**src/rtl/core/sha256_message_hash_unit_macros.svh**
```systemverilog
// ----------------------------------------------------------------------------
// SHA-256 message hash unit: assertion macros
// Shared assertion forms used by the hash unit.
// ----------------------------------------------------------------------------
`ifndef SHA256_MESSAGE_HASH_UNIT_MACROS_SVH
`define SHA256_MESSAGE_HASH_UNIT_MACROS_SVH

// Same-cycle implication under reset.
`define SHAMH_ASSERT_NOW(label, ante, cons, msg) \
    label: assert property (@(posedge clk) disable iff (!rst_n) (ante) |-> (cons)) \
        else $error(msg);

// Next-cycle implication under reset.
`define SHAMH_ASSERT_NEXT(label, ante, cons, msg) \
    label: assert property (@(posedge clk) disable iff (!rst_n) (ante) |=> (cons)) \
        else $error(msg);

`endif

```
**src/rtl/core/shamh_pkg.sv**
```systemverilog
// ----------------------------------------------------------------------------
// SHA-256 message hash package
// Types, payload structs, initial hash words and round constants.
// ----------------------------------------------------------------------------
package shamh_pkg;

    typedef logic [31:0] word_t;
    typedef word_t [7:0] vars_t;
    typedef word_t [15:0] window_t;

    typedef struct packed {
        logic [7:0] byte_value;
        logic       has_byte;
        logic       end_of_message;
    } msg_beat_t;

    typedef struct packed {
        logic [31:0] digest_word;
        logic [2:0]  word_index;
        logic        last_word;
    } dig_beat_t;

    localparam vars_t H_INIT = {
        32'h5be0cd19, 32'h1f83d9ab, 32'h9b05688c, 32'h510e527f,
        32'ha54ff53a, 32'h3c6ef372, 32'hbb67ae85, 32'h6a09e667
    };

    localparam logic [7:0] PAD_MARK = 8'h80;

    function automatic word_t rotr(input word_t x, input int n);
        return (x >> n) | (x << (32 - n));
    endfunction

    function automatic word_t round_k(input logic [5:0] idx);
        word_t k;
        unique case (idx)
            6'd0:  k = 32'h428a2f98;  6'd1:  k = 32'h71374491;
            6'd2:  k = 32'hb5c0fbcf;  6'd3:  k = 32'he9b5dba5;
            6'd4:  k = 32'h3956c25b;  6'd5:  k = 32'h59f111f1;
            6'd6:  k = 32'h923f82a4;  6'd7:  k = 32'hab1c5ed5;
            6'd8:  k = 32'hd807aa98;  6'd9:  k = 32'h12835b01;
            6'd10: k = 32'h243185be;  6'd11: k = 32'h550c7dc3;
            6'd12: k = 32'h72be5d74;  6'd13: k = 32'h80deb1fe;
            6'd14: k = 32'h9bdc06a7;  6'd15: k = 32'hc19bf174;
            6'd16: k = 32'he49b69c1;  6'd17: k = 32'hefbe4786;
            6'd18: k = 32'h0fc19dc6;  6'd19: k = 32'h240ca1cc;
            6'd20: k = 32'h2de92c6f;  6'd21: k = 32'h4a7484aa;
            6'd22: k = 32'h5cb0a9dc;  6'd23: k = 32'h76f988da;
            6'd24: k = 32'h983e5152;  6'd25: k = 32'ha831c66d;
            6'd26: k = 32'hb00327c8;  6'd27: k = 32'hbf597fc7;
            6'd28: k = 32'hc6e00bf3;  6'd29: k = 32'hd5a79147;
            6'd30: k = 32'h06ca6351;  6'd31: k = 32'h14292967;
            6'd32: k = 32'h27b70a85;  6'd33: k = 32'h2e1b2138;
            6'd34: k = 32'h4d2c6dfc;  6'd35: k = 32'h53380d13;
            6'd36: k = 32'h650a7354;  6'd37: k = 32'h766a0abb;
            6'd38: k = 32'h81c2c92e;  6'd39: k = 32'h92722c85;
            6'd40: k = 32'ha2bfe8a1;  6'd41: k = 32'ha81a664b;
            6'd42: k = 32'hc24b8b70;  6'd43: k = 32'hc76c51a3;
            6'd44: k = 32'hd192e819;  6'd45: k = 32'hd6990624;
            6'd46: k = 32'hf40e3585;  6'd47: k = 32'h106aa070;
            6'd48: k = 32'h19a4c116;  6'd49: k = 32'h1e376c08;
            6'd50: k = 32'h2748774c;  6'd51: k = 32'h34b0bcb5;
            6'd52: k = 32'h391c0cb3;  6'd53: k = 32'h4ed8aa4a;
            6'd54: k = 32'h5b9cca4f;  6'd55: k = 32'h682e6ff3;
            6'd56: k = 32'h748f82ee;  6'd57: k = 32'h78a5636f;
            6'd58: k = 32'h84c87814;  6'd59: k = 32'h8cc70208;
            6'd60: k = 32'h90befffa;  6'd61: k = 32'ha4506ceb;
            6'd62: k = 32'hbef9a3f7;  6'd63: k = 32'hc67178f2;
        endcase
        return k;
    endfunction

endpackage

```
**src/rtl/core/shamh_round.sv**
```systemverilog
// ----------------------------------------------------------------------------
// SHA-256 round unit
// One compression round and one message schedule step, shared by all rounds.
// ----------------------------------------------------------------------------
module shamh_round (
    input  shamh_pkg::vars_t   vars,
    input  shamh_pkg::window_t window,
    input  logic [5:0]         round_idx,
    output shamh_pkg::vars_t   vars_out,
    output shamh_pkg::word_t   sched_word
);
    import shamh_pkg::*;

    word_t s0;
    word_t s1;
    word_t big0;
    word_t big1;
    word_t ch;
    word_t maj;
    word_t t1;
    word_t t2;

    always_comb
    begin
        s0 = rotr(window[1], 7) ^ rotr(window[1], 18) ^ (window[1] >> 3);
        s1 = rotr(window[14], 17) ^ rotr(window[14], 19) ^ (window[14] >> 10);
        sched_word = window[0] + s0 + window[9] + s1;

        big1 = rotr(vars[4], 6) ^ rotr(vars[4], 11) ^ rotr(vars[4], 25);
        ch   = (vars[4] & vars[5]) ^ (~vars[4] & vars[6]);
        t1   = vars[7] + big1 + ch + round_k(round_idx) + window[0];
        big0 = rotr(vars[0], 2) ^ rotr(vars[0], 13) ^ rotr(vars[0], 22);
        maj  = (vars[0] & vars[1]) ^ (vars[0] & vars[2]) ^ (vars[1] & vars[2]);
        t2   = big0 + maj;

        vars_out[7] = vars[6];
        vars_out[6] = vars[5];
        vars_out[5] = vars[4];
        vars_out[4] = vars[3] + t1;
        vars_out[3] = vars[2];
        vars_out[2] = vars[1];
        vars_out[1] = vars[0];
        vars_out[0] = t1 + t2;
    end

endmodule

```
**src/rtl/core/sha256_message_hash_unit.sv**
```systemverilog
// ----------------------------------------------------------------------------
// SHA-256 message hash unit
// Hashes a byte stream with one shared round unit and emits the eight digest
// words after padding.
// ----------------------------------------------------------------------------
// A byte beat is taken only while idle; every 64th byte adds a compression
// (64 rounds through the single round unit, then the chaining add).
// An end beat adds padding, one or two compressions, then eight digest beats.
// Reset loads the initial hash words, clears the length and the byte position.
module sha256_message_hash_unit (
    input  logic                 clk,
    input  logic                 rst_n,
    input  logic                 msg_valid,
    output logic                 msg_stall,
    input  shamh_pkg::msg_beat_t msg,
    output logic                 dig_valid,
    input  logic                 dig_stall,
    output shamh_pkg::dig_beat_t dig
);
    import shamh_pkg::*;

    localparam logic [2:0] S_IDLE = 3'd0;
    localparam logic [2:0] S_PAD  = 3'd1;
    localparam logic [2:0] S_RND  = 3'd2;
    localparam logic [2:0] S_FIN  = 3'd3;
    localparam logic [2:0] S_OUT  = 3'd4;

    logic [2:0]  state_reg, state_next;
    vars_t       chain_reg, chain_next;
    vars_t       vars_reg, vars_next;
    window_t     win_reg, win_next;
    logic [23:0] acc_reg, acc_next;
    logic [5:0]  pos_reg, pos_next;
    logic [63:0] count_reg, count_next;
    logic [5:0]  rnd_reg, rnd_next;
    logic [2:0]  len_reg, len_next;
    logic [2:0]  idx_reg, idx_next;
    logic        sent_reg, sent_next;
    logic        tail_reg, tail_next;
    logic        pend_reg, pend_next;
    logic        done_reg, done_next;

    logic        push_en;
    logic [7:0]  push_byte;
    vars_t       round_vars;
    word_t       sched_word;

    shamh_round u_round (
        .vars       (vars_reg),
        .window     (win_reg),
        .round_idx  (rnd_reg),
        .vars_out   (round_vars),
        .sched_word (sched_word)
    );

    assign msg_stall       = (state_reg != S_IDLE);
    assign dig_valid       = (state_reg == S_OUT);
    assign dig.digest_word = chain_reg[idx_reg];
    assign dig.word_index  = idx_reg;
    assign dig.last_word   = (idx_reg == 3'd7);

    always_comb
    begin
        state_next = state_reg;
        chain_next = chain_reg;
        vars_next  = vars_reg;
        win_next   = win_reg;
        acc_next   = acc_reg;
        pos_next   = pos_reg;
        count_next = count_reg;
        rnd_next   = rnd_reg;
        len_next   = len_reg;
        idx_next   = idx_reg;
        sent_next  = sent_reg;
        tail_next  = tail_reg;
        pend_next  = pend_reg;
        done_next  = done_reg;
        push_en    = 1'b0;
        push_byte  = 8'h00;

        unique case (state_reg)
            S_IDLE:
            begin
                if (msg_valid)
                begin
                    push_en   = msg.has_byte;
                    push_byte = msg.byte_value;
                    if (msg.has_byte)
                    begin
                        count_next = count_reg + 64'd8;
                    end
                    if (msg.end_of_message)
                    begin
                        pend_next  = 1'b1;
                        sent_next  = 1'b0;
                        tail_next  = 1'b0;
                        len_next   = 3'd0;
                        state_next = S_PAD;
                    end
                end
            end
            S_PAD:
            begin
                push_en = 1'b1;
                if (!sent_reg)
                begin
                    push_byte = PAD_MARK;
                    sent_next = 1'b1;
                    tail_next = (pos_reg < 6'd56);
                end
                else if (tail_reg && pos_reg >= 6'd56)
                begin
                    push_byte = count_reg[6'd63 - {len_reg, 3'd0} -: 8];
                    len_next  = len_reg + 3'd1;
                    if (len_reg == 3'd7)
                    begin
                        done_next = 1'b1;
                    end
                end
            end
            S_RND:
            begin
                vars_next = round_vars;
                win_next  = {sched_word, win_reg[15:1]};
                rnd_next  = rnd_reg + 6'd1;
                if (rnd_reg == 6'd63)
                begin
                    state_next = S_FIN;
                end
            end
            S_FIN:
            begin
                for (int i = 0; i < 8; i++)
                begin
                    chain_next[i] = chain_reg[i] + vars_reg[i];
                end
                priority if (done_reg)
                begin
                    state_next = S_OUT;
                end
                else if (pend_reg)
                begin
                    tail_next  = 1'b1;
                    state_next = S_PAD;
                end
                else
                begin
                    state_next = S_IDLE;
                end
            end
            S_OUT:
            begin
                if (!dig_stall)
                begin
                    idx_next = idx_reg + 3'd1;
                    if (idx_reg == 3'd7)
                    begin
                        chain_next = H_INIT;
                        count_next = 64'd0;
                        done_next  = 1'b0;
                        pend_next  = 1'b0;
                        state_next = S_IDLE;
                    end
                end
            end
            default:
            begin
                state_next = S_IDLE;
            end
        endcase

        if (push_en)
        begin
            acc_next = {acc_reg[15:0], push_byte};
            pos_next = pos_reg + 6'd1;
            if (pos_reg[1:0] == 2'd3)
            begin
                win_next = {{acc_reg, push_byte}, win_reg[15:1]};
            end
            if (pos_reg == 6'd63)
            begin
                vars_next  = chain_reg;
                rnd_next   = 6'd0;
                state_next = S_RND;
            end
        end
    end

    always_ff @(posedge clk or negedge rst_n)
    begin
        if (!rst_n)
        begin
            state_reg <= S_IDLE;
            chain_reg <= H_INIT;
            pos_reg   <= 6'd0;
            count_reg <= 64'd0;
            rnd_reg   <= 6'd0;
            len_reg   <= 3'd0;
            idx_reg   <= 3'd0;
            sent_reg  <= 1'b0;
            tail_reg  <= 1'b0;
            pend_reg  <= 1'b0;
            done_reg  <= 1'b0;
        end
        else
        begin
            state_reg <= state_next;
            chain_reg <= chain_next;
            pos_reg   <= pos_next;
            count_reg <= count_next;
            rnd_reg   <= rnd_next;
            len_reg   <= len_next;
            idx_reg   <= idx_next;
            sent_reg  <= sent_next;
            tail_reg  <= tail_next;
            pend_reg  <= pend_next;
            done_reg  <= done_next;
        end
    end

    always_ff @(posedge clk)
    begin
        vars_reg <= vars_next;
        win_reg  <= win_next;
        acc_reg  <= acc_next;
    end

`include "sha256_message_hash_unit_macros.svh"

    `SHAMH_ASSERT_NOW(a_rnd_idle, (state_reg == S_IDLE || state_reg == S_OUT), (rnd_reg == 6'd0), "round counter not at rest")
    `SHAMH_ASSERT_NOW(a_out_aligned, (state_reg == S_OUT), (pos_reg == 6'd0 && done_reg), "digest output with partial block")
    `SHAMH_ASSERT_NEXT(a_last_restart, (dig_valid && !dig_stall && dig.last_word), (state_reg == S_IDLE && count_reg == 64'd0), "no restart after last word")

endmodule
```
**config.mk**
```make
export PLATFORM = sky130hd
export DESIGN_NAME = sha256_message_hash_unit
export DESIGN_NICKNAME = d
export VERILOG_FILES = /design/src/rtl/core/shamh_pkg.sv /design/src/rtl/core/shamh_round.sv /design/src/rtl/core/sha256_message_hash_unit.sv
export VERILOG_INCLUDE_DIRS = /design/src /design/src/rtl/core
export SDC_FILE = /design/constraint.sdc
export NUM_CORES = 2
export LEC_CHECK = 0
export BUFFER_PORTS_ARGS = -buffer_cell sky130_fd_sc_hd__buf_2
export CAP_MARGIN = 20
export CORE_ASPECT_RATIO = 1.25
export CORE_MARGIN = 1.5
export CORE_UTILIZATION = 55
export CTS_CLUSTER_SIZE = 25
export DETAILED_ROUTE_END_ITERATION = 12
export PLACE_DENSITY = 0.7
export RECOVER_POWER = 100
export SLEW_MARGIN = 20
export SYNTH_ARGS = -nofsm -noshare
export SYNTH_HDL_FRONTEND = slang
export SYNTH_SLANG_ARGS = --single-unit
```
**constraint.sdc**
```tcl
create_clock -name clk -period 21.6 [get_ports clk]
set_input_delay 4.32 -clock clk [delete_from_list [all_inputs] [get_ports clk]]
set_output_delay 4.32 -clock clk [all_outputs]
set_load 0.02 [all_outputs]
```
==> summary.txt <==
Post-CTS Hold Buffers - 0
Endpoint, Worst Hold - win_reg[141]
CTS Buf Count - 115
Clock Tree Root - clkbuf_16
RR Endpoint - win_reg[298]
htree depth - 3
asr flop ratio synth - 0.302
CP max FO - 108
layout cells sized above 1 - 0.0741
Top-Level Pins - 52
worst hold path class - register to register
Nets - 8783
RSZ-0062 raised after global routing - no
clock latency on the worst-skew pair - 790 ps
drt via density - 6.07
max-slew violation count - 1862
Worst Max-Slew Pin Slew - 5310 ps
die footprint - 130000 um2
GRT Util Overall - 0.356
Ys Warns - 0
crit-path cells - clkbuf_1 -> a31o_1 -> nand2_1 -> nand2_1 -> clkbuf_1 -> buf_4 -> clkbuf_1 -> buf_4 -> o21ai_0
Final setup viols - 0
crit path time final - 14680 ps
largest net degree at the start of global routing - 122
Synth area leader - dfxtp_1
Critical Path Sink Type - register
top cell type's share of synthesized area - 0.218
Data required, critical path - 22180 ps
delay-heaviest family, CP - buffers and inverters
average size of a mapped cell - 8.37 um2
Clk pin slew, worst setup/hold paths - 60 ps
DP Worst Slack - 11610 ps
syn_nets - 9014
Final Core Density - 0.596
synthesis-to-layout area growth - 7.37%
RR Startpoint - state_reg[0]
IO buf count - 51
final setup TNS - 0 ps
synthesized cell area - 70400 um2
first-pass GRT wire length - 353000 um
Initial DRC Count - 5299
Largest register FFs - 512
Data arrival, critical path - 15260 ps
fin crit share - 0.679
PostCTS Resize Cnt - 0
# DRC - 0
TritonCTS clock tree - yes
hold_sp - win_reg[173]
max incr delay on CP - 2530 ps
initial antenna violation count - 6
clk buf depth - 3
fmax - 68.1 MHz
R2R cell count - 10
post-CTS setup buffers - 0
drt first pass iters - 5
violated checks - capacitance limit, slew limit
Starting Density - 0.555
most common cell in the netlist - nand2_1
final worst setup slack - 6920 ps
Post-synth EDFFs - 24
synth top area cells - dfxtp_1 22%, nand2_1 8.7%, dfrtp_1 7.3%
vias - 60500
Clock Sink Count - 1134
normalized max-slew margin - -2.54
wire length per cell - 23.5 um
max-cap viol count - 33
Buffers & Inverters on Critical Path - 5
vias in the first global route - 58900
CP most frequent cell - clkbuf_1
final-report hold violation count - 0
register area share after synthesis - 0.353
CP Launch Type - input port
Hold Path Cell Cnt - 2
Core ar. - 127000 um2
width of the die - 323 um
commonest cells in the netlist - 1632 x nand2_1, 768 x dfxtp_1, 723 x nor2_1, 572 x o21ai_0, 473 x a21oi_1
Clock Skews - 65.1 ps
FF+latch count, synth - 1134
Syn Inst Count - 8408
Unique masters post-synth - 101
GP Congestion - 0.983
Die Y - 403 um
DRT antenna net count - 0
reg-to-reg slack, setup - 9600 ps
status - finished with violations
row cnt - 146
CP max-delay cell - clkbuf_1
grt total ovfl - 0
WS Path Type - input port to register
HPWL Detailed - 172000 um
drt total wl - 234000 um
Post-synth top flop - dfxtp_1
Filler cells - 11300
[cell families after synthesis]
logic type                 share of synthesized area
and+or+nand+nor                                0.173
AOI/OAI and AO/OA                              0.180
DFF                                            0.353
buffers and inverters                         0.0503
xor gates and xnor gates                      0.0770
adders and majority gates                      0.127
muxes                                         0.0404
[routing by layer]
layer | vias to the layer above | global-route usage | part of all wire
li1 | 28300 | - | -
met1 | 29200 | 0.416 | 0.38
met2 | 2311 | 0.588 | 0.48
met3 | 716 | 0.0464 | 0.061
met4 | 4 | 0.280 | 0.087
met5 | - | 0 | 0.00011
[tightest hold or removal path, cell delays in order (launching register included)]
cell	delay [ps]
dfxtp_1	310
nand2_1	50
nand2_1	40
[worst max-delay path by stage]
| stage | startpoint | cells after the start | endpoint | slack [ps] |
|---|---|---|---|---|
| floorplan | rnd_reg[1] | 37 | vars_reg[24] | 12980 |
| global placement | msg_valid | 9 | win_reg[298] | 11780 |
| detailed placement | msg_valid | 9 | win_reg[298] | 11610 |
| CTS | rnd_reg[0] | 36 | vars_reg[24] | 11630 |
| global route | rst_n | 3 | len_reg[0] | 5550 |
| finish | msg_valid | 9 | win_reg[298] | 6920 |
[layout make-up]
cell class              count  area, um2  share of cell area
multi-input cells        6340      42000               0.556
flip-flops and latches   1134      24800               0.329
clock buffers             165       3390              0.0449
well taps                1702       2130              0.0282
inverters                 448       1680              0.0223
repair buffers            138        779              0.0103
clock inverters            52        694             0.00919
diodes                      1       2.50           0.0000331
[layout by cell type (no fill, tap or decap), drive strengths merged, types with 24 or more instances in the layout]
master	n
a21o	199
clkinv	37
or3	32
mux2	66
o21ai	585
a21oi	475
xor2	289
edfxtp	24
clkbuf	208
nand2	1632
fa	195
a31oi	54
nor2	723
nand4	31
o31ai	29
ha	397
and3	51
nor3	122
o21a	46
dfrtp	206
mux2i	25
o21bai	54
buf	95
nor2b	55
nand2b	59
a211oi	48
inv	446
dfstp	136
o211ai	44
xnor2	327
mux4	82
dfxtp	768
nand3	133
o22ai	215
a22oi	73
[per-stage QoR]
step,std cells,instance area (um2),hold WS (ps)
after floorplan,8408,70400,415
after global placement,9761,71600,422
after detailed placement,9762,71700,426
after CTS,9979,75800,408
after global routing,9979,75600,424
final,9980,75600,400
Power is not shown: default switching activity piles up to over one toggle a cycle in this logic, so the estimate is an artifact.
